[config.mk]
export PLATFORM = sky130hd
export DESIGN_NAME = pps_ctrl
export DESIGN_NICKNAME = d
export VERILOG_FILES = /design/src/hw/rtl/pps_pkg.sv /design/src/hw/rtl/pps_ctrl.sv
export SDC_FILE = /design/constraint.sdc
export NUM_CORES = 1
export LEC_CHECK = 0
export BUFFER_PORTS_ARGS = -buffer_cell sky130_fd_sc_hd__buf_2
export CAP_MARGIN = 5
export CELL_PAD_IN_SITES_DETAIL_PLACEMENT = 0
export CELL_PAD_IN_SITES_GLOBAL_PLACEMENT = 2
export CORE_AREA = 4 4 41 43
export DETAILED_ROUTE_END_ITERATION = 8
export DIE_AREA = 0 0 45 47
export PLACE_DENSITY_LB_ADDON = 0.1
export SLEW_MARGIN = 20
export SYNTH_ARGS = -nofsm -noshare
export SYNTH_HDL_FRONTEND = slang
export SYNTH_SLANG_ARGS = --single-unit
[constraint.sdc]
create_clock -name clk -period 1.5 [get_ports clk]
set_input_delay 0.075 -clock clk [delete_from_list [all_inputs] [get_ports clk]]
set_output_delay 0.075 -clock clk [all_outputs]
set_load 0.005 [all_outputs]
[src/hw/rtl/pps_pkg.sv]
// shared types and constants for the preemptive priority scheduler
package pps_pkg;

    // fixed field widths
    localparam int SLOT_BITS  = 4;
    localparam int COUNT_BITS = 5;

    // input item kinds
    localparam logic KIND_LOAD = 1'b0;
    localparam logic KIND_TICK = 1'b1;

    // controller states
    typedef enum logic [2:0]
    {
        ST_IDLE,
        ST_MIN_SCAN,
        ST_SEL_SCAN,
        ST_UPDATE,
        ST_REPORT
    } pps_state_t;

    // commands from controller to datapath
    typedef struct packed
    {
        logic load_wr;
        logic scan_clear;
        logic scan_run;
        logic scan_sel;
        logic start_clock;
        logic update;
        logic report;
    } pps_cmd_t;

    // status from datapath to controller
    typedef struct packed
    {
        logic scan_done;
        logic started;
    } pps_status_t;

endpackage

[src/hw/rtl/pps_ctrl.sv]
// controller state machine for the scheduler tick sequence
module pps_ctrl
    import pps_pkg::*;
(
    input  logic        clk,
    input  logic        rst_n,
    input  logic        start,
    input  logic        kind,
    input  pps_status_t status,
    output pps_cmd_t    cmd,
    output logic        busy
);

    pps_state_t state_reg;
    pps_state_t state_next;

    // state register
    always_ff @(posedge clk or negedge rst_n)
    begin
        if (!rst_n)
        begin
            state_reg <= ST_IDLE;
        end
        else
        begin
            state_reg <= state_next;
        end
    end

    // next state and commands
    always_comb
    begin
        state_next = state_reg;
        cmd        = '0;
        busy       = 1'b1;
        unique case (state_reg)
            ST_IDLE:
            begin
                busy = 1'b0;
                if (start)
                begin
                    if (kind == KIND_LOAD)
                    begin
                        cmd.load_wr = 1'b1;
                    end
                    else
                    begin
                        cmd.scan_clear = 1'b1;
                        state_next = status.started ? ST_SEL_SCAN : ST_MIN_SCAN;
                    end
                end
            end
            ST_MIN_SCAN:
            begin
                cmd.scan_run = 1'b1;
                if (status.scan_done)
                begin
                    cmd.start_clock = 1'b1;
                    cmd.scan_clear  = 1'b1;
                    state_next      = ST_SEL_SCAN;
                end
            end
            ST_SEL_SCAN:
            begin
                cmd.scan_run = 1'b1;
                cmd.scan_sel = 1'b1;
                if (status.scan_done)
                begin
                    state_next = ST_UPDATE;
                end
            end
            ST_UPDATE:
            begin
                cmd.update = 1'b1;
                state_next = ST_REPORT;
            end
            ST_REPORT:
            begin
                cmd.report = 1'b1;
                state_next = ST_IDLE;
            end
            default:
            begin
                state_next = ST_IDLE;
            end
        endcase
    end

endmodule

==> flow_metrics.env <==
export IMPL_switching_power_uw=242
export IMPL_synthMuxAreaShare_pct=8.33
export IMPL_die_x_um=45
export IMPL_critical_path_max_stage_delay_ns=0.45
export IMPL_cp_required_ns=1.42
export IMPL_maxSlewHeadroom_pct=86.3
export IMPL_total_power_uw=681
export IMPL_grt_antenna_before_repair=0
export IMPL_clock_insertion_delay_worst_skew_ns=0.23
export IMPL_setup_tns_final_ns=0
export IMPL_maximum_vdd_drop_v=0.000386
export IMPL_power_clock_fraction_pct=20.7
export IMPL_placed_cell_area_um2=325
export IMPL_worst_clock_skew_ns=0.000168
export IMPL_setup_worst_path_end_class="output pin"
export IMPL_std_cell_rows=13
export IMPL_synth_avg_cell_area_um2=9.82
export IMPL_tightestPinTransition_ns=0.205
export IMPL_pwr_share_seq_pct=27.0
export IMPL_routed_wl_um=672
export IMPL_rrSetupSlack_ns=0.43
export IMPL_floorplan_die_area_mm2=0.00212
export IMPL_detailroute_via_count=253
export IMPL_ys_seq_area_share_pct=29.4
export IMPL_io_pin_count=14
export IMPL_crit_reg2reg_launch="state_reg[1]"
export IMPL_final_max_slew_violation_count=0
export IMPL_max_cap_violations=0
export IMPL_finalInstanceArea_um2=387
export IMPL_postSynthRegisterBits=3
export IMPL_1st_pass_router_iterations=3
export IMPL_setup_worst_path_class="reg2out"
export IMPL_initial_core_util_pct=19.6
export IMPL_min_delay_path_class="in2reg"
export IMPL_syn_area_um2=255
export IMPL_critical_path_peak_fanout=9
export IMPL_rsz0062_at_grt="false"
export IMPL_synth_yosys_warnings=0
export IMPL_reg2reg_depth=2
export IMPL_comb_power_share_pct=52.3
export IMPL_clock_sinks=3
export IMPL_htree_levels=1
export IMPL_p_sw_share_pct=35.6
export IMPL_outcome="complete, no violations"
export IMPL_grt_pass1_wl_mm=1.17
export IMPL_finalCriticalPeriod_ns=1.42
export IMPL_number_of_cells_produced_by_synthesis=26
export IMPL_worst_hold_path_num_cells=3
export IMPL_synth_top_family_by_area="simple AND/OR/NAND/NOR gates"
export IMPL_layout_area_overhead_vs_synth_pct=51.5
export IMPL_net_count_synth=32
export IMPL_gp_congestion=0.666
export IMPL_synth_lib_cells_used_distinct=17
export IMPL_post_route_cells_drive_above_1_share_pct=60.0
export IMPL_synth_simple_gate_area_share_pct=43.6
export IMPL_dr_first_iter_drc_count=2
export IMPL_internal_power_uw=439
export IMPL_mostFrequentLayoutCells="sky130_fd_sc_hd__buf_2 (13), sky130_fd_sc_hd__buf_4 (4), sky130_fd_sc_hd__nand3b_1 (3), sky130_fd_sc_hd__clkbuf_4 (3)"
export IMPL_cts_clk_slew_worst_paths_ns=0.04
export IMPL_place_detailed_hpwl_um=471
export IMPL_global_route_congestion_overflow_total=0
export IMPL_report_final_setup_viol=0
export IMPL_core_area_mm2=0.00130
export IMPL_pre_cts_slack_ns=0.251
export IMPL_finish_utilization_pct=29.7
export IMPL_power_static_leakage_uw=0.000186
export IMPL_flip_flop_count_of_the_largest_register_all_copies_and_words_added=3
export IMPL_yosys_area_share_adder_pct=0
export IMPL_grt_pass1_vias=268
export IMPL_crit_path_start_kind="register"
export IMPL_num_nets_final=52
export IMPL_worst_ep_arrival_time_ns=1.34
export IMPL_power_density_mw_per_mm2=1760
export IMPL_synth_compound_gate_area_share_pct=10.3
export IMPL_finalHoldViolCount=0
export IMPL_antennaDiodeCount=0
export IMPL_placement_io_buffers=13
export IMPL_cts_tree="built"
export IMPL_crit_share_post_route_pct=94.5
export IMPL_cts_buffers_inserted=3
export IMPL_clock_root_buffer="sky130_fd_sc_hd__clkbuf_4"
export IMPL_antenna_left=0
export IMPL_worstHoldStart="status[0]"
export IMPL_die_height_um=47
export IMPL_timing_critical_path_slowest_stage_cell="sky130_fd_sc_hd__dfrtp_2"
export IMPL_global_route_usage_total_pct=8.23
export IMPL_grt_start_max_net_pins=14
export IMPL_setup_slack_ns=0.0821
export IMPL_maximum_clock_frequency_mhz=705
export IMPL_avgViaCountPerCell=4.22
export IMPL_r2r_end="state_reg[0]"
export IMPL_layout_commonest_cell="sky130_fd_sc_hd__buf_2"
export IMPL_path_cells="or3_4 > nor3b_2 > buf_2"
export IMPL_post_route_drc_count=0
export IMPL_worstHoldEndpoint="state_reg[0]"
export IMPL_wl_per_cell_um=11.2
export IMPL_synth_xor_area_share_pct=0
export IMPL_max_clock_path_buffers=2
==> logic make-up (layout without fill, tap and decap cells) <==
group | after synthesis | in the layout
compound gates | 4 | 4
buf+inv | 3 | 22
flops | 3 | 3
mux | 2 | 2
simple gates | 14 | 14
==> Yosys cell counts <==
cell	instances	share of area, %
sky130_fd_sc_hd__a211oi_1	2	5.9
sky130_fd_sc_hd__a21oi_1	1	2.0
sky130_fd_sc_hd__a31oi_1	1	2.5
sky130_fd_sc_hd__and3b_2	2	7.8
sky130_fd_sc_hd__buf_2	2	3.9
sky130_fd_sc_hd__buf_6	1	4.4
sky130_fd_sc_hd__dfrtp_1	3	29
sky130_fd_sc_hd__mux2_2	1	4.4
sky130_fd_sc_hd__mux2i_1	1	3.9
sky130_fd_sc_hd__nand2_1	1	1.5
sky130_fd_sc_hd__nand2b_1	2	4.9
sky130_fd_sc_hd__nand3b_1	3	8.8
sky130_fd_sc_hd__nand4b_1	1	3.4
sky130_fd_sc_hd__nor3_1	1	2.0
sky130_fd_sc_hd__nor3b_1	2	5.9
sky130_fd_sc_hd__nor3b_2	1	4.9
sky130_fd_sc_hd__or3_4	1	4.4
==> power by group through the flow <==
stage                     logic (uW)  registers [uW]  clock network [uW]
after floorplan                  257             131                   0
after global placement           311             187                   0
after detailed placement         309             188                   0
after CTS                        313             191                 150
after global routing             408             198                 166
final                            356             184                 141
==> per-layer routing <==
| layer | part of all wire, % | vias to the layer above | track usage [%] |
|---|---|---|---|
| met2 | 40 | 11 | 10.5 |
| met1 | 48 | 103 | 9.36 |
| met4 | 5.4 | 0 | 12.3 |
| li1 | - | 135 | - |
| met5 | 0 | - | 0 |
| met3 | 6.4 | 4 | 1.92 |
==> stage by stage <==
stage,instances,hold slack [ns]
after global routing,60,0.132
after detailed placement,52,-0.128
after floorplan,26,-0.221
after global placement,52,-0.130
after CTS,57,0.136
final,60,0.134
==> worst max-delay path, delay by kind of cell, from the launching register on <==
kind                   cells  cell delay, ns
buffers and inverters      1            0.13
flip-flops                 1            0.45
AND/OR/NAND/NOR            2            0.53
==> cell type report <==
type	count	area, um2
fillers	152	915
multi-input cells	20	159
repair buffers	18	105
flip-flops and latches	3	77.6
clock buffers	4	26.3
well taps	15	18.8
==> how the worst max path moves through the flow <==
stage	startpoint	endpoint	slack [ns]	cells after the start
3_3_place_gp	state_reg[0]	cmd[6]	0.26	3
2_1_floorplan	state_reg[2]	cmd[6]	0.39	3
3_5_place_dp	state_reg[0]	cmd[6]	0.25	3
4_1_cts	state_reg[0]	cmd[6]	0.03	3
5_1_grt	state_reg[0]	cmd[6]	0.01	3
6_report	state_reg[0]	cmd[6]	0.08	3
==> what timing repair did <==
item	CTS	global route
hold buffers	1	0
setup buffers	0	3
endpoints found under the hold margin	3	0
gates resized for setup	1	1
pin swaps	0	0
setup endpoints to repair	1	1
Note: power is estimated with default switching activity, not from simulation.
