**config.mk**
```make
export PLATFORM = sky130hd
export DESIGN_NAME = pps_datapath
export DESIGN_NICKNAME = d
export VERILOG_FILES = /design/src/hw/rtl/pps_pkg.sv /design/src/hw/rtl/pps_datapath.sv
export SDC_FILE = /design/constraint.sdc
export NUM_CORES = 1
export LEC_CHECK = 0
export ABC_AREA = 0
export BUFFER_PORTS_ARGS = -buffer_cell sky130_fd_sc_hd__buf_2
export CAP_MARGIN = 20
export CORE_MARGIN = 3
export CORE_UTILIZATION = 45
export CTS_BUF_LIST = sky130_fd_sc_hd__clkbuf_8
export DETAILED_ROUTE_END_ITERATION = 7
export PLACE_DENSITY = 0.66
export SYNTH_ARGS = -nofsm -noshare
export SYNTH_HDL_FRONTEND = slang
export SYNTH_SLANG_ARGS = --single-unit
```
**constraint.sdc**
```tcl
create_clock -name clk -period 7.1 [get_ports clk]
set_input_delay 0.71 -clock clk [delete_from_list [all_inputs] [get_ports clk]]
set_output_delay 0.71 -clock clk [all_outputs]
set_load 0.01 [all_outputs]
```
**src/hw/rtl/pps_pkg.sv**
```systemverilog
// shared types and constants for the preemptive priority scheduler
package pps_pkg;

    // fixed field widths
    localparam int SLOT_BITS  = 4;
    localparam int COUNT_BITS = 5;

    // input item kinds
    localparam logic KIND_LOAD = 1'b0;
    localparam logic KIND_TICK = 1'b1;

    // controller states
    typedef enum logic [2:0]
    {
        ST_IDLE,
        ST_MIN_SCAN,
        ST_SEL_SCAN,
        ST_UPDATE,
        ST_REPORT
    } pps_state_t;

    // commands from controller to datapath
    typedef struct packed
    {
        logic load_wr;
        logic scan_clear;
        logic scan_run;
        logic scan_sel;
        logic start_clock;
        logic update;
        logic report;
    } pps_cmd_t;

    // status from datapath to controller
    typedef struct packed
    {
        logic scan_done;
        logic started;
    } pps_status_t;

endpackage

```
**src/hw/rtl/pps_datapath.sv**
```systemverilog
// process table, scan unit, clock and result registers of the scheduler
module pps_datapath
    import pps_pkg::*;
#(
    parameter int MAX_PROCESSES = 16,
    parameter int TIME_BITS     = 16,
    parameter int PRIORITY_BITS = 8
)
(
    input  logic                     clk,
    input  logic                     rst_n,
    input  pps_cmd_t                 cmd,
    output pps_status_t              status,
    input  logic                     cfg_write,
    input  logic [COUNT_BITS-1:0]    cfg_data,
    input  logic [SLOT_BITS-1:0]     slot,
    input  logic [TIME_BITS-1:0]     arrival_time,
    input  logic [TIME_BITS-1:0]     burst_length,
    input  logic [PRIORITY_BITS-1:0] priority_level,
    output logic                     done,
    output logic                     ran,
    output logic [SLOT_BITS-1:0]     process_number,
    output logic [TIME_BITS-1:0]     slot_time,
    output logic                     switched,
    output logic                     completed,
    output logic [TIME_BITS-1:0]     finish_time,
    output logic [TIME_BITS-1:0]     waiting_time,
    output logic [TIME_BITS-1:0]     turnaround_time,
    output logic                     all_done
);

    localparam int IDX_BITS = $clog2(MAX_PROCESSES);
    localparam int CNT_BITS = $clog2(MAX_PROCESSES + 1);
    localparam logic [TIME_BITS-1:0] TIME_MAX = {TIME_BITS{1'b1}};

    // process table
    logic [TIME_BITS-1:0]     arr_mem [MAX_PROCESSES];
    logic [TIME_BITS-1:0]     bur_mem [MAX_PROCESSES];
    logic [PRIORITY_BITS-1:0] pri_mem [MAX_PROCESSES];
    logic [TIME_BITS-1:0]     rem_mem [MAX_PROCESSES];
    logic [MAX_PROCESSES-1:0] rem_valid_reg;

    logic [TIME_BITS-1:0]     arr_rd_reg;
    logic [TIME_BITS-1:0]     bur_rd_reg;
    logic [PRIORITY_BITS-1:0] pri_rd_reg;
    logic [TIME_BITS-1:0]     rem_rd_reg;
    logic                     rem_vld_rd_reg;
    logic [TIME_BITS-1:0]     rem_rd;

    // configuration and scheduler state
    logic [COUNT_BITS-1:0]    count_reg;
    logic [CNT_BITS-1:0]      n_used;
    logic [CNT_BITS-1:0]      cnt_reg;
    logic                     rd_vld_reg;
    logic [IDX_BITS-1:0]      rd_idx_reg;
    logic [IDX_BITS-1:0]      rd_addr;
    logic                     issue;
    logic [TIME_BITS-1:0]     ct_reg;
    logic                     started_reg;
    logic [IDX_BITS-1:0]      lr_reg;
    logic                     lr_valid_reg;

    // scan accumulators
    logic [TIME_BITS-1:0]     min_arr_reg;
    logic                     work_reg;
    logic                     found_reg;
    logic [IDX_BITS-1:0]      best_idx_reg;
    logic [PRIORITY_BITS-1:0] best_pri_reg;
    logic [TIME_BITS-1:0]     best_arr_reg;
    logic [TIME_BITS-1:0]     best_bur_reg;
    logic [TIME_BITS-1:0]     best_rem_reg;
    logic                     better;

    // table write port
    logic                     load_ok;
    logic [IDX_BITS-1:0]      load_idx;
    logic                     rem_we;
    logic [IDX_BITS-1:0]      rem_waddr;
    logic [TIME_BITS-1:0]     rem_wdata;

    // update arithmetic
    logic [TIME_BITS-1:0]     fin;
    logic [TIME_BITS-1:0]     turn;

    // result registers
    logic                     done_reg;
    logic                     ran_reg;
    logic [SLOT_BITS-1:0]     pn_reg;
    logic [TIME_BITS-1:0]     slot_time_reg;
    logic                     switched_reg;
    logic                     completed_reg;
    logic [TIME_BITS-1:0]     finish_reg;
    logic [TIME_BITS-1:0]     wait_reg;
    logic [TIME_BITS-1:0]     turn_reg;
    logic                     all_done_reg;

    // entries in use, clamped to the table size
    assign n_used = (int'(count_reg) > MAX_PROCESSES) ? CNT_BITS'(MAX_PROCESSES)
                                                      : CNT_BITS'(count_reg);

    assign rd_addr = cnt_reg[IDX_BITS-1:0];
    assign issue   = cmd.scan_run && !cmd.scan_clear && (cnt_reg < n_used);
    assign rem_rd  = rem_vld_rd_reg ? rem_rd_reg : '0;

    // loads beyond the table are dropped
    assign load_ok  = cmd.load_wr && (int'(slot) < MAX_PROCESSES);
    assign load_idx = IDX_BITS'(slot);

    assign rem_we    = load_ok || (cmd.update && found_reg);
    assign rem_waddr = cmd.update ? best_idx_reg : load_idx;
    assign rem_wdata = cmd.update ? best_rem_reg - TIME_BITS'(1) : burst_length;

    // table memories with registered read
    always_ff @(posedge clk)
    begin
        if (load_ok)
        begin
            arr_mem[load_idx] <= arrival_time;
            bur_mem[load_idx] <= burst_length;
            pri_mem[load_idx] <= priority_level;
        end
        if (rem_we)
        begin
            rem_mem[rem_waddr] <= rem_wdata;
        end
        arr_rd_reg <= arr_mem[rd_addr];
        bur_rd_reg <= bur_mem[rd_addr];
        pri_rd_reg <= pri_mem[rd_addr];
        rem_rd_reg <= rem_mem[rd_addr];
    end

    // remaining-work valid bits, an entry never loaded has no work
    always_ff @(posedge clk or negedge rst_n)
    begin
        if (!rst_n)
        begin
            rem_valid_reg  <= '0;
            rem_vld_rd_reg <= 1'b0;
        end
        else
        begin
            if (load_ok)
            begin
                rem_valid_reg[load_idx] <= 1'b1;
            end
            rem_vld_rd_reg <= rem_valid_reg[rd_addr];
        end
    end

    // candidate beats the current best
    assign better = !found_reg || (pri_rd_reg < best_pri_reg) ||
                    ((pri_rd_reg == best_pri_reg) && (arr_rd_reg < best_arr_reg));

    // saturating finish and turnaround
    assign fin  = (ct_reg == TIME_MAX) ? ct_reg : ct_reg + TIME_BITS'(1);
    assign turn = (fin > best_arr_reg) ? fin - best_arr_reg : '0;

    // scan, clock and runner control state
    always_ff @(posedge clk or negedge rst_n)
    begin
        if (!rst_n)
        begin
            count_reg    <= '0;
            cnt_reg      <= '0;
            rd_vld_reg   <= 1'b0;
            ct_reg       <= '0;
            started_reg  <= 1'b0;
            lr_reg       <= '0;
            lr_valid_reg <= 1'b0;
            work_reg     <= 1'b0;
            found_reg    <= 1'b0;
            done_reg     <= 1'b0;
        end
        else
        begin
            if (cfg_write)
            begin
                count_reg <= cfg_data;
            end
            done_reg <= cmd.report;
            if (cmd.scan_clear)
            begin
                cnt_reg    <= '0;
                rd_vld_reg <= 1'b0;
                work_reg   <= 1'b0;
                found_reg  <= 1'b0;
            end
            else if (cmd.scan_run)
            begin
                rd_vld_reg <= issue;
                if (issue)
                begin
                    cnt_reg <= cnt_reg + CNT_BITS'(1);
                end
                if (rd_vld_reg && cmd.scan_sel && (rem_rd != '0))
                begin
                    work_reg <= 1'b1;
                    if ((arr_rd_reg <= ct_reg) && better)
                    begin
                        found_reg <= 1'b1;
                    end
                end
            end
            if (cmd.start_clock)
            begin
                ct_reg      <= min_arr_reg;
                started_reg <= 1'b1;
            end
            if (cmd.update)
            begin
                if (found_reg)
                begin
                    lr_reg       <= best_idx_reg;
                    lr_valid_reg <= 1'b1;
                end
                if (work_reg && (ct_reg != TIME_MAX))
                begin
                    ct_reg <= ct_reg + TIME_BITS'(1);
                end
            end
        end
    end

    // scan payload: earliest arrival and best candidate
    always_ff @(posedge clk)
    begin
        if (cmd.scan_clear)
        begin
            min_arr_reg <= '0;
        end
        else if (cmd.scan_run && rd_vld_reg)
        begin
            if (!cmd.scan_sel)
            begin
                if ((rd_idx_reg == '0) || (arr_rd_reg < min_arr_reg))
                begin
                    min_arr_reg <= arr_rd_reg;
                end
            end
            else if ((rem_rd != '0) && (arr_rd_reg <= ct_reg) && better)
            begin
                best_idx_reg <= rd_idx_reg;
                best_pri_reg <= pri_rd_reg;
                best_arr_reg <= arr_rd_reg;
                best_bur_reg <= bur_rd_reg;
                best_rem_reg <= rem_rd;
            end
        end
        if (issue)
        begin
            rd_idx_reg <= rd_addr;
        end
    end

    // result fields
    always_ff @(posedge clk)
    begin
        if (cmd.update)
        begin
            slot_time_reg <= ct_reg;
            all_done_reg  <= !work_reg;
            ran_reg       <= found_reg;
            pn_reg        <= found_reg ? SLOT_BITS'(best_idx_reg) : '0;
            switched_reg  <= found_reg && (!lr_valid_reg || (lr_reg != best_idx_reg));
            if (found_reg && (best_rem_reg == TIME_BITS'(1)))
            begin
                completed_reg <= 1'b1;
                finish_reg    <= fin;
                turn_reg      <= turn;
            end
            else
            begin
                completed_reg <= 1'b0;
                finish_reg    <= '0;
                turn_reg      <= '0;
            end
        end
        if (cmd.report)
        begin
            wait_reg <= (completed_reg && (turn_reg > best_bur_reg))
                        ? turn_reg - best_bur_reg : '0;
        end
    end

    assign status.scan_done = cmd.scan_run && !issue && !rd_vld_reg;
    assign status.started   = started_reg;

    assign done            = done_reg;
    assign ran             = ran_reg;
    assign process_number  = pn_reg;
    assign slot_time       = slot_time_reg;
    assign switched        = switched_reg;
    assign completed       = completed_reg;
    assign finish_time     = finish_reg;
    assign waiting_time    = wait_reg;
    assign turnaround_time = turn_reg;
    assign all_done        = all_done_reg;

endmodule

```
==> results summary, run 1 <==
The reported net switching power came out at approximately 0.0039 W. The width of the chip came out at roughly 330 um. Synthesis produced a netlist with a net count of 3,014.

The power per cell area is between 200 and 300 nW/um2. The maximum buffer depth of the clock tree came out at 3. At the pin with the least slew margin, the transition time is around 1.2 ns.

The growth of design area from synthesis to finish is 12.9%. The detail route stage leaves a number of antenna-violating nets equal to 0. The final hold slack came out at roughly 0.10 ns. The relative contribution of the clock network to total power is 34.4%.

Summing every instance area after synthesis gives 46,800 um2. The maximum clock frequency came out at ~0.21 GHz. The synthesized design contains 1,032 enable-type register cells.

Summed over its instances, the top area cell type makes up 66.2% of the synthesized netlist area. The clock insertion delay at the later pin of the skew report came out at 0.85 ns. The worst-case headroom to the max-slew limit is 20.5%. The overflow left after global routing came out at 0. Counting every sink on the clock net gives approximately 1,200.

The global-route wire length before repair came out at about 170,000 um. For this run, design rule violations remaining after detail routing come to 0. The pin count of the biggest net entering global routing came out at 130.

The die span in y is 329 um. The final layout contains 3,268 nets. After layout, the minimum clock period comes to approximately 4.7 ns. Together, buffers and inverters on the worst path number 2.

Summed over all layers, the routed wires come to roughly 120,000 um. A synthesized cell averages between 15 and 20 um2. The critical path is of the reg -> reg type. The largest registers in the layout are arr_mem (256), bur_mem (256), rem_mem (256).

The via count of the first global-routing pass came to ~27,000. Of all cell types, the one taking the most synthesized area is sky130_fd_sc_hd__edfxtp_1. Across every metal layer, demand over resource in global routing totals a little over a fifth. For the worst setup path, the data arrival time is between 5 and 6 ns.

The design internal power came out at 0.0113 W. The violation count after the first detailed-route iteration is 2,385. Setup repair after global routing left no endpoint under its margin. The worst IR drop on VDD is 0.202 mV.

The share of the yosys chip area belonging to registers is between 70% and 80%. The count of max-cap constraint violations is 0. The count of vias placed by the detailed router is between 20,000 and 30,000. On the critical path, the stage with the largest delay is an instance of sky130_fd_sc_hd__or3b_1. The dominant cell type by count on the critical path is sky130_fd_sc_hd__ha_1. Net switching is around a quarter of the power.

Synthesis inferred approximately 1,200 register bits. Routability-driven placement finished with a final weighted congestion of approximately 0.84. The root buffer cell chosen for the clock tree is sky130_fd_sc_hd__clkbuf_8. The leading cell type by number of instances after synthesis is sky130_fd_sc_hd__edfxtp_1. The max-slew violation count came to 0. The data required time at the worst endpoint is 7.64 ns. The commonest cells after synthesis are 1,032 x sky130_fd_sc_hd__edfxtp_1, 190 x sky130_fd_sc_hd__mux2i_1, 158 x sky130_fd_sc_hd__o21ai_0, 155 x sky130_fd_sc_hd__a21oi_1, 132 x sky130_fd_sc_hd__nand2_1. TritonCTS built the clock tree.

The number of core rows came out at 117. The cell count after synthesis came out at ~2,900. The critical path capture point type is a register. The first TritonRoute pass finished after 5 iterations. In this run the tool buffered the top-level ports with about 130 buffer cells. The launching element type of the critical path is a register. Yosys printed 0 warnings.

The detailed-route wire length per cell is 25.0 um. The top flip-flop cell by instance count after synthesis is sky130_fd_sc_hd__edfxtp_1. The initial core utilization is between 40% and 50%. After legalization and detailed placement, the total HPWL measured 67,100 um.

Pin placement for this block handled about 130 I/O pins. The biggest cell delay along the critical path is slightly below 0.6 ns. The category of cells accounting for the largest share of critical-path delay is simple AND/OR/NAND/NOR gates. The number of buffers created by CTS came out at between 150 and 200. For this design the static power due to leakage is roughly 18 nW.

The hold violation count in the final report was 0. The worst-path maximum fanout is 26. The proportion of synthesized flip-flops having asynchronous set or reset is between 4 and 5%.

The number of endpoints failing setup at the final stage came out at 0. The count of unique library cells instantiated by Yosys came out at 74. For the final database, setup skew stands at slightly above 0.05 ns. The signal on the critical path passes through ha_1 -> nand3_1 -> nor3_1 -> nand2_1 -> buf_4 -> xnor2_1 -> ha_1 -> inv_1 -> fa_1 -> a211oi_1 -> o211ai_1 -> a21oi_1 -> o21ai_0 -> or3b_1 -> nor2_1. Per report_power, the sequential group accounts for roughly 53% of the total. The number of antenna violations at the first check in global routing came out at 8. The total number of H-tree levels is 4.

The post-route netlist has approximately a fifth of its cells at a drive strength greater than 1. Clock-pin slew was measured on the worst setup and hold paths at ~0.060 ns. The accumulated negative setup slack is 0 ns. In this run the worst hold path is classified as in -> reg.

The combinational power share came out at between 10% and 20%. The share of the clock period used by the worst path came out at approximately 66%. The core region is just over 100,000 um2. The die covers about 110,000 um2. The run finished with clean final reports. Yosys attributes the largest share of cell area to sky130_fd_sc_hd__edfxtp_1 66%, sky130_fd_sc_hd__mux4_2 5.5%, sky130_fd_sc_hd__mux2i_1 4.1%. The ratio of routed vias to standard cells is between 5 and 6.
==> metrics by stage <==
stage	cells	cell area, um2	util (%)	power [W]	worst slack (ns)
after global routing	4640	52900	51.6	0.0159	1.96
after CTS	4630	52800	51.5	0.0154	2.40
after floorplan	2859	46800	-	0.00945	1.03
final	4642	52900	51.6	0.0152	2.43
after detailed placement	4288	49300	48.1	0.0101	2.43
after global placement	4284	49300	48.1	0.0101	2.51
==> logic make-up after synthesis <==
group,share of synthesized area [%]
AO/OA/AOI/OAI,6.69
buffers and inverters,1.81
multiplexers,11.2
flip-flops,72.1
XOR/XNOR,0.860
AND/OR/NAND/NOR,4.81
adder cells (fa/ha/maj),2.60
==> cell type report <==
type	count	area [um2]
clock inverters	146	763
flip-flops and latches	1157	33800
repair buffers	201	1230
well taps	1368	1710
diodes	3	7.51
inverters	90	338
clock buffers	195	2680
multi-input cells	1482	12400
fillers	8321	49600
==> worst register-to-register path: cells and delay by family, from the launching register on <==
family / cells / cell delay, ns
fa+ha+maj: 3 / 0.96
xor+xnor: 1 / 0.26
buf+inv: 2 / 0.29
flops: 1 / 0.56
compound gates: 4 / 0.88
simple gates: 5 / 1.44
==> per-layer routing <==
| layer | global-route usage, % | routed length (um) |
|---|---|---|
| met5 | 0 | 22 |
| met4 | 7.08 | 2850 |
| met3 | 3.70 | 7830 |
| met2 | 35.9 | 57300 |
| met1 | 28.9 | 48100 |
==> final timing paths <==
check	from	end	slack (ns)	cells past startpoint
max	ct_reg[0]	turnaround_time[5]	2.43	15
min	cfg_data[4]	count_reg[4]	0.10	3
max reg2reg	ct_reg[0]	turnaround_time[5]	2.43	15
min reg2reg	bur_rd_reg[2]	best_bur_reg[2]	0.40	0
max in group asynchronous	rst_n	cnt_reg[0]	5.94	3
min in group asynchronous	rst_n	done	0.57	3
==> placed cells by master, fill, tap and decap left out, drive strengths merged, types with 6 or more instances in the layout <==
cell,instances
a22oi,57
o22ai,6
and2,26
nand4,18
a21oi,155
dfxtp,72
a21o,11
edfxtp,1032
nor3,40
inv,182
mux4,114
a221oi,57
mux2i,190
o21ai,158
and3,8
nand2b,10
nor2,123
mux2,67
nor2b,11
nand3,35
a31oi,7
dfrtp,53
nor4,12
nand2,132
a211oi,7
o21a,10
xor2,11
or2,25
clkinv,48
xnor2,35
ha,94
buf,200
or3,7
clkbuf,195
==> power by group through the flow <==
stage / registers, W / logic, W / clock network (W)
2_1_floorplan: 0.00800 / 0.00145 / 0
6_report: 0.00808 / 0.00192 / 0.00525
3_3_place_gp: 0.00821 / 0.00186 / 0
4_1_cts: 0.00808 / 0.00193 / 0.00536
5_1_grt: 0.00810 / 0.00211 / 0.00568
3_5_place_dp: 0.00822 / 0.00192 / 0
==> timing repair <==
action                                 4_1_cts  5_1_grt
hold buffers                                 1        0
setup buffers                                0        0
resized for setup                            0        0
endpoints found under the hold margin       14        0
Power figures use the tool's default switching activity.
==> run 2, diff against run 1 <==
- ABC_AREA: 0 -> 1
- PLACE_DENSITY: 0.66 -> 0.68
- clock period: 7.1 -> 4.1 ns (I/O delays scaled with it)
==> results summary, run 2 <==
Commonest cells after routing, fill and taps aside: 1,032 x sky130_fd_sc_hd__edfxtp_1, 621 x sky130_fd_sc_hd__nand2_1, 337 x sky130_fd_sc_hd__nor2_1 (was 1,032 x sky130_fd_sc_hd__edfxtp_1, 195 x sky130_fd_sc_hd__clkbuf_8, 190 x sky130_fd_sc_hd__mux2i_1). The number of flops mapped to enable cells by yosys is 1,032 (unchanged). The slack of the critical path came out at 0.532 ns (was 2.43 ns). The clock root buffer is sky130_fd_sc_hd__clkbuf_8 (unchanged).

The arrival time of data at the critical path endpoint is 4.16 ns (was 5.20 ns). The clock-pin slew on the worst setup and hold paths came to 0.06 ns (about the same). Largest regs: arr_mem (256), bur_mem (256), rem_mem (256) (unchanged). The number of search-and-repair iterations in the first detailed-routing pass is 6 (was 5). The share of the yosys chip area belonging to registers came to 71.4% (was 72.1%). The worst-margin pin slew is 1.05 ns (was 1.19 ns). The global-route wire length before repair came out at 185,000 um (was 172,000 um).

The count of buffers added by post-CTS timing repair for setup came out at 0 (unchanged). The fraction of final layout cells sized beyond drive strength 1 came out at 13.5% (was 20.4%). The data required time at the worst endpoint is 4.69 ns (was 7.64 ns). Most area-consuming cells after synthesis: sky130_fd_sc_hd__edfxtp_1 66%, sky130_fd_sc_hd__nand2_1 4.9%, sky130_fd_sc_hd__o21ai_0 3.4% (was sky130_fd_sc_hd__edfxtp_1 66%, sky130_fd_sc_hd__mux4_2 5.5%, sky130_fd_sc_hd__mux2i_1 4.1%). The max-slew violation count came to 0 (unchanged). The top-level I/O count is 134 (unchanged). The worst-case headroom to the max-slew limit came out at 30.0% (was 20.5%). The register-to-register setup slack came out at 0.53 ns (was 2.43 ns). The worst flop-to-flop path startpoint was ct_reg[0] (unchanged). The die span in y is 330 um (was 329 um). The met1 routing resource usage after global routing came to 30.7% (was 28.9%).

The TritonCTS clock tree is yes (unchanged). The ratio of routed vias to standard cells came to 5.59 (was 5.70). The overall power came out at 0.0262 W (was 0.0152 W). The via count of the first global-routing pass came out at 30,100 (was 27,100).

The proportion of synthesized flip-flops having asynchronous set or reset came to 4.58% (unchanged). The total routing usage reported by global routing was 22.5% (was 21.6%). The DRC violation count after routing came out at 0 (unchanged). The post-detailed-route count of antenna-violating nets is 0 (unchanged). The count of max-cap constraint violations is 0 (unchanged). The number of warnings reported in the yosys synthesis log came out at 0 (unchanged). The number of clock sinks came out at 1,157 (unchanged). The total placed cells including tap cells is 5,194 (was 4,288).

The leakage power total came out at 20.0 nW (was 18.4 nW). The met3 track utilization from global routing came out at 3.78% (was 3.70%). The width of the chip is 330 um (was 329 um). The total number of H-tree levels came out at 4 (unchanged). Synth cell count leaders: 1,032 x sky130_fd_sc_hd__edfxtp_1, 621 x sky130_fd_sc_hd__nand2_1, 354 x sky130_fd_sc_hd__nor2_1, 324 x sky130_fd_sc_hd__o21ai_0, 237 x sky130_fd_sc_hd__a21oi_1 (was 1,032 x sky130_fd_sc_hd__edfxtp_1, 190 x sky130_fd_sc_hd__mux2i_1, 158 x sky130_fd_sc_hd__o21ai_0, 155 x sky130_fd_sc_hd__a21oi_1, 132 x sky130_fd_sc_hd__nand2_1). The launch instance of the worst min-delay path is cmd[1] (was cfg_data[4]). The time the final worst path needs with I/O delays and setup came out at 3.57 ns (was 4.67 ns).

The final standard cell area without fillers came out at 53,900 um2 (was 52,900 um2). The violation count after the first detailed-route iteration came out at 3,388 (was 2,385). The final weighted congestion in routability-driven placement is 0.863 (was 0.837). The source of the critical timing path is ct_reg[0] (unchanged). The detailed-route wire length per cell came to 21.9 um (was 25.0 um). The die area came out at 109,000 um2 (was 108,000 um2).

The number of antenna violations at the first check in global routing came out at 10 (was 8). The synthesized netlist net count is 3,955 (was 3,014). The core footprint was 104,000 um2 (was 102,000 um2).

The worst-path maximum fanout was 14 (was 26). The share of Yosys cell area claimed by the top area cell type is 65.6% (was 66.2%). The worst IR drop on VDD is 0.268 mV (was 0.202 mV). The power per cell area came out at 486 nW/um2 (was 288 nW/um2). The maximum clock frequency came to 0.280 GHz (was 0.214 GHz). The clock skew after layout is 0.0443 ns (was 0.0507 ns). The clock insertion delay at the later pin of the skew report is 0.85 ns (about the same). The launching element type of the critical path is a register (unchanged). The cell count after synthesis came out at 3,800 (was 2,859). The number of nets in the layout came out at 4,212 (was 3,268).

The post-synthesis cell type with the largest combined area is sky130_fd_sc_hd__edfxtp_1 (unchanged). The overflow left after global routing is 0 (unchanged). The synthesized cell area was 47,300 um2 (was 46,800 um2). The highest-utilization routing layer at the global route stage is met2 (unchanged). The number of buffers added on ports was 133 (unchanged). The count of unique library cells instantiated by Yosys came out at 58 (was 74). The share of the clock period used by the worst path came out at 87.0% (was 65.7%). The number of buffers created by CTS is 183 (was 181).

The number of standard cells in the final layout excluding fillers came to 5,602 (was 4,642). The post-synthesis sequential element count is 1,157 (unchanged). The hold violation count in the final report was 0 (unchanged). The accumulated negative setup slack came out at 0 ns (unchanged). The total placed instance area came out at 49,700 um2 (was 49,300 um2). Result of the run: complete, no violations (unchanged). The critical path capture point type is a register (unchanged). The estimated wirelength of the detail-placed design came out at 69,800 um (was 67,100 um). The maximum buffer depth of the clock tree is 3 (unchanged). The number of endpoints failing setup at the final stage came to 0 (unchanged). The leading cell type by number of instances after synthesis was sky130_fd_sc_hd__edfxtp_1 (unchanged). The pre-CTS worst setup slack came out at 0.512 ns (was 2.43 ns).

The worst min-delay path category is in -> reg (unchanged). The detailed-route wire length came out at 123,000 um (was 116,000 um). The initial core utilization is 45.5% (was 45.7%). RSZ-0062 raised after global routing: no (unchanged). The worst setup path category is reg -> reg (unchanged). The met2 layer usage reported by global route is 36.7% (was 35.9%). The count of vias placed by the detailed router was 31,300 (was 26,500). The commonest non-fill, non-tap cell in the layout is sky130_fd_sc_hd__edfxtp_1 (unchanged).

The number of core rows is 118 (was 117). The pin count of the biggest net entering global routing is 168 (was 130). The growth of design area from synthesis to finish is 14.0% (was 12.9%).

The mean cell area of the mapped netlist came out at 12.4 um2 (was 16.4 um2). The top flip-flop cell by instance count after synthesis is sky130_fd_sc_hd__edfxtp_1 (unchanged).
-- run 2: logic make-up (layout without fill, tap and decap cells) --
kind of cell	after synthesis	count (layout)	share of synthesized area (%)
AND/OR/NAND/NOR	1246	1246	11.1
flip-flops	1157	1157	71.4
AO/OA/AOI/OAI	846	846	10.6
buffers and inverters	418	834	3.63
adder cells (fa/ha/maj)	96	96	2.57
XOR/XNOR	33	33	0.612
multiplexers	4	4	0.0953
other	0	6	0
-- run 2: per-stage QoR --
stage | hold slack (ns) | util [%]
floorplan | 0.114 | -
global placement | 0.389 | 47.8
detailed placement | 0.393 | 47.8
CTS | 0.0231 | 51.8
global route | 0.0495 | 51.8
finish | 0.0920 | 51.8
-- run 2: cell type report --
cell class | count | area, um2
Inverter | 218 | 830
Fill cell | 8854 | 50100
Tap cell | 1380 | 1730
Clock buffer | 206 | 2840
Sequential cell | 1157 | 33800
Multi-Input combinational cell | 2225 | 11900
Antenna cell | 6 | 15.0
Timing Repair Buffer | 272 | 2020
Clock inverter | 138 | 736
-- run 2: worst max-delay path, cell delays in order (launching register included) --
cell,delay [ns]
sky130_fd_sc_hd__dfrtp_1,0.52
sky130_fd_sc_hd__ha_1,0.24
sky130_fd_sc_hd__nand2_1,0.08
sky130_fd_sc_hd__nor2_2,0.21
sky130_fd_sc_hd__nand2_2,0.12
sky130_fd_sc_hd__nor2_4,0.16
sky130_fd_sc_hd__xor2_1,0.22
sky130_fd_sc_hd__ha_1,0.21
sky130_fd_sc_hd__inv_1,0.07
sky130_fd_sc_hd__fa_1,0.42
sky130_fd_sc_hd__nand2_1,0.12
sky130_fd_sc_hd__a21oi_2,0.08
sky130_fd_sc_hd__nand2_1,0.06
sky130_fd_sc_hd__nand2_1,0.11
sky130_fd_sc_hd__nand2_1,0.08
sky130_fd_sc_hd__nand2_1,0.07
sky130_fd_sc_hd__nand2_1,0.07
sky130_fd_sc_hd__nand2_1,0.06
sky130_fd_sc_hd__nand2_2,0.24
sky130_fd_sc_hd__inv_2,0.07
sky130_fd_sc_hd__nand2_1,0.07
sky130_fd_sc_hd__nor2_1,0.04
-- run 2: per-layer routing --
metal  vias to the layer above  wire, um  share of wire (%)
met5                         -        48              0.039
met4                         8      3490                2.8
met3                       262      9760                7.9
met2                      1365     58400                 48
met1                     15300     51200                 42
li1                      14400         -                  -
-- run 2: path summary, 6_finish.rpt --
kind,end,depth (start not counted)
max in group asynchronous,rem_valid_reg[14],4
worst min-delay path,all_done,1
min in group asynchronous,done,2
worst min register to register,best_bur_reg[4],0
worst max register to register,turnaround_time[14],21
worst max-delay path,turnaround_time[14],21
-- run 2: power by group --
| part | switching [W] | internal, W |
|---|---|---|
| logic | 0.00211 | 0.000922 |
| registers | 0.000336 | 0.0134 |
| clock network | 0.00457 | 0.00488 |
| total | 0.00702 | 0.0192 |
-- run 2: repair_timing --
| action | CTS | global route |
|---|---|---|
| endpoints found under the hold margin | 682 | 0 |
| gates resized for setup | 0 | 0 |
| hold buffers | 56 | 0 |
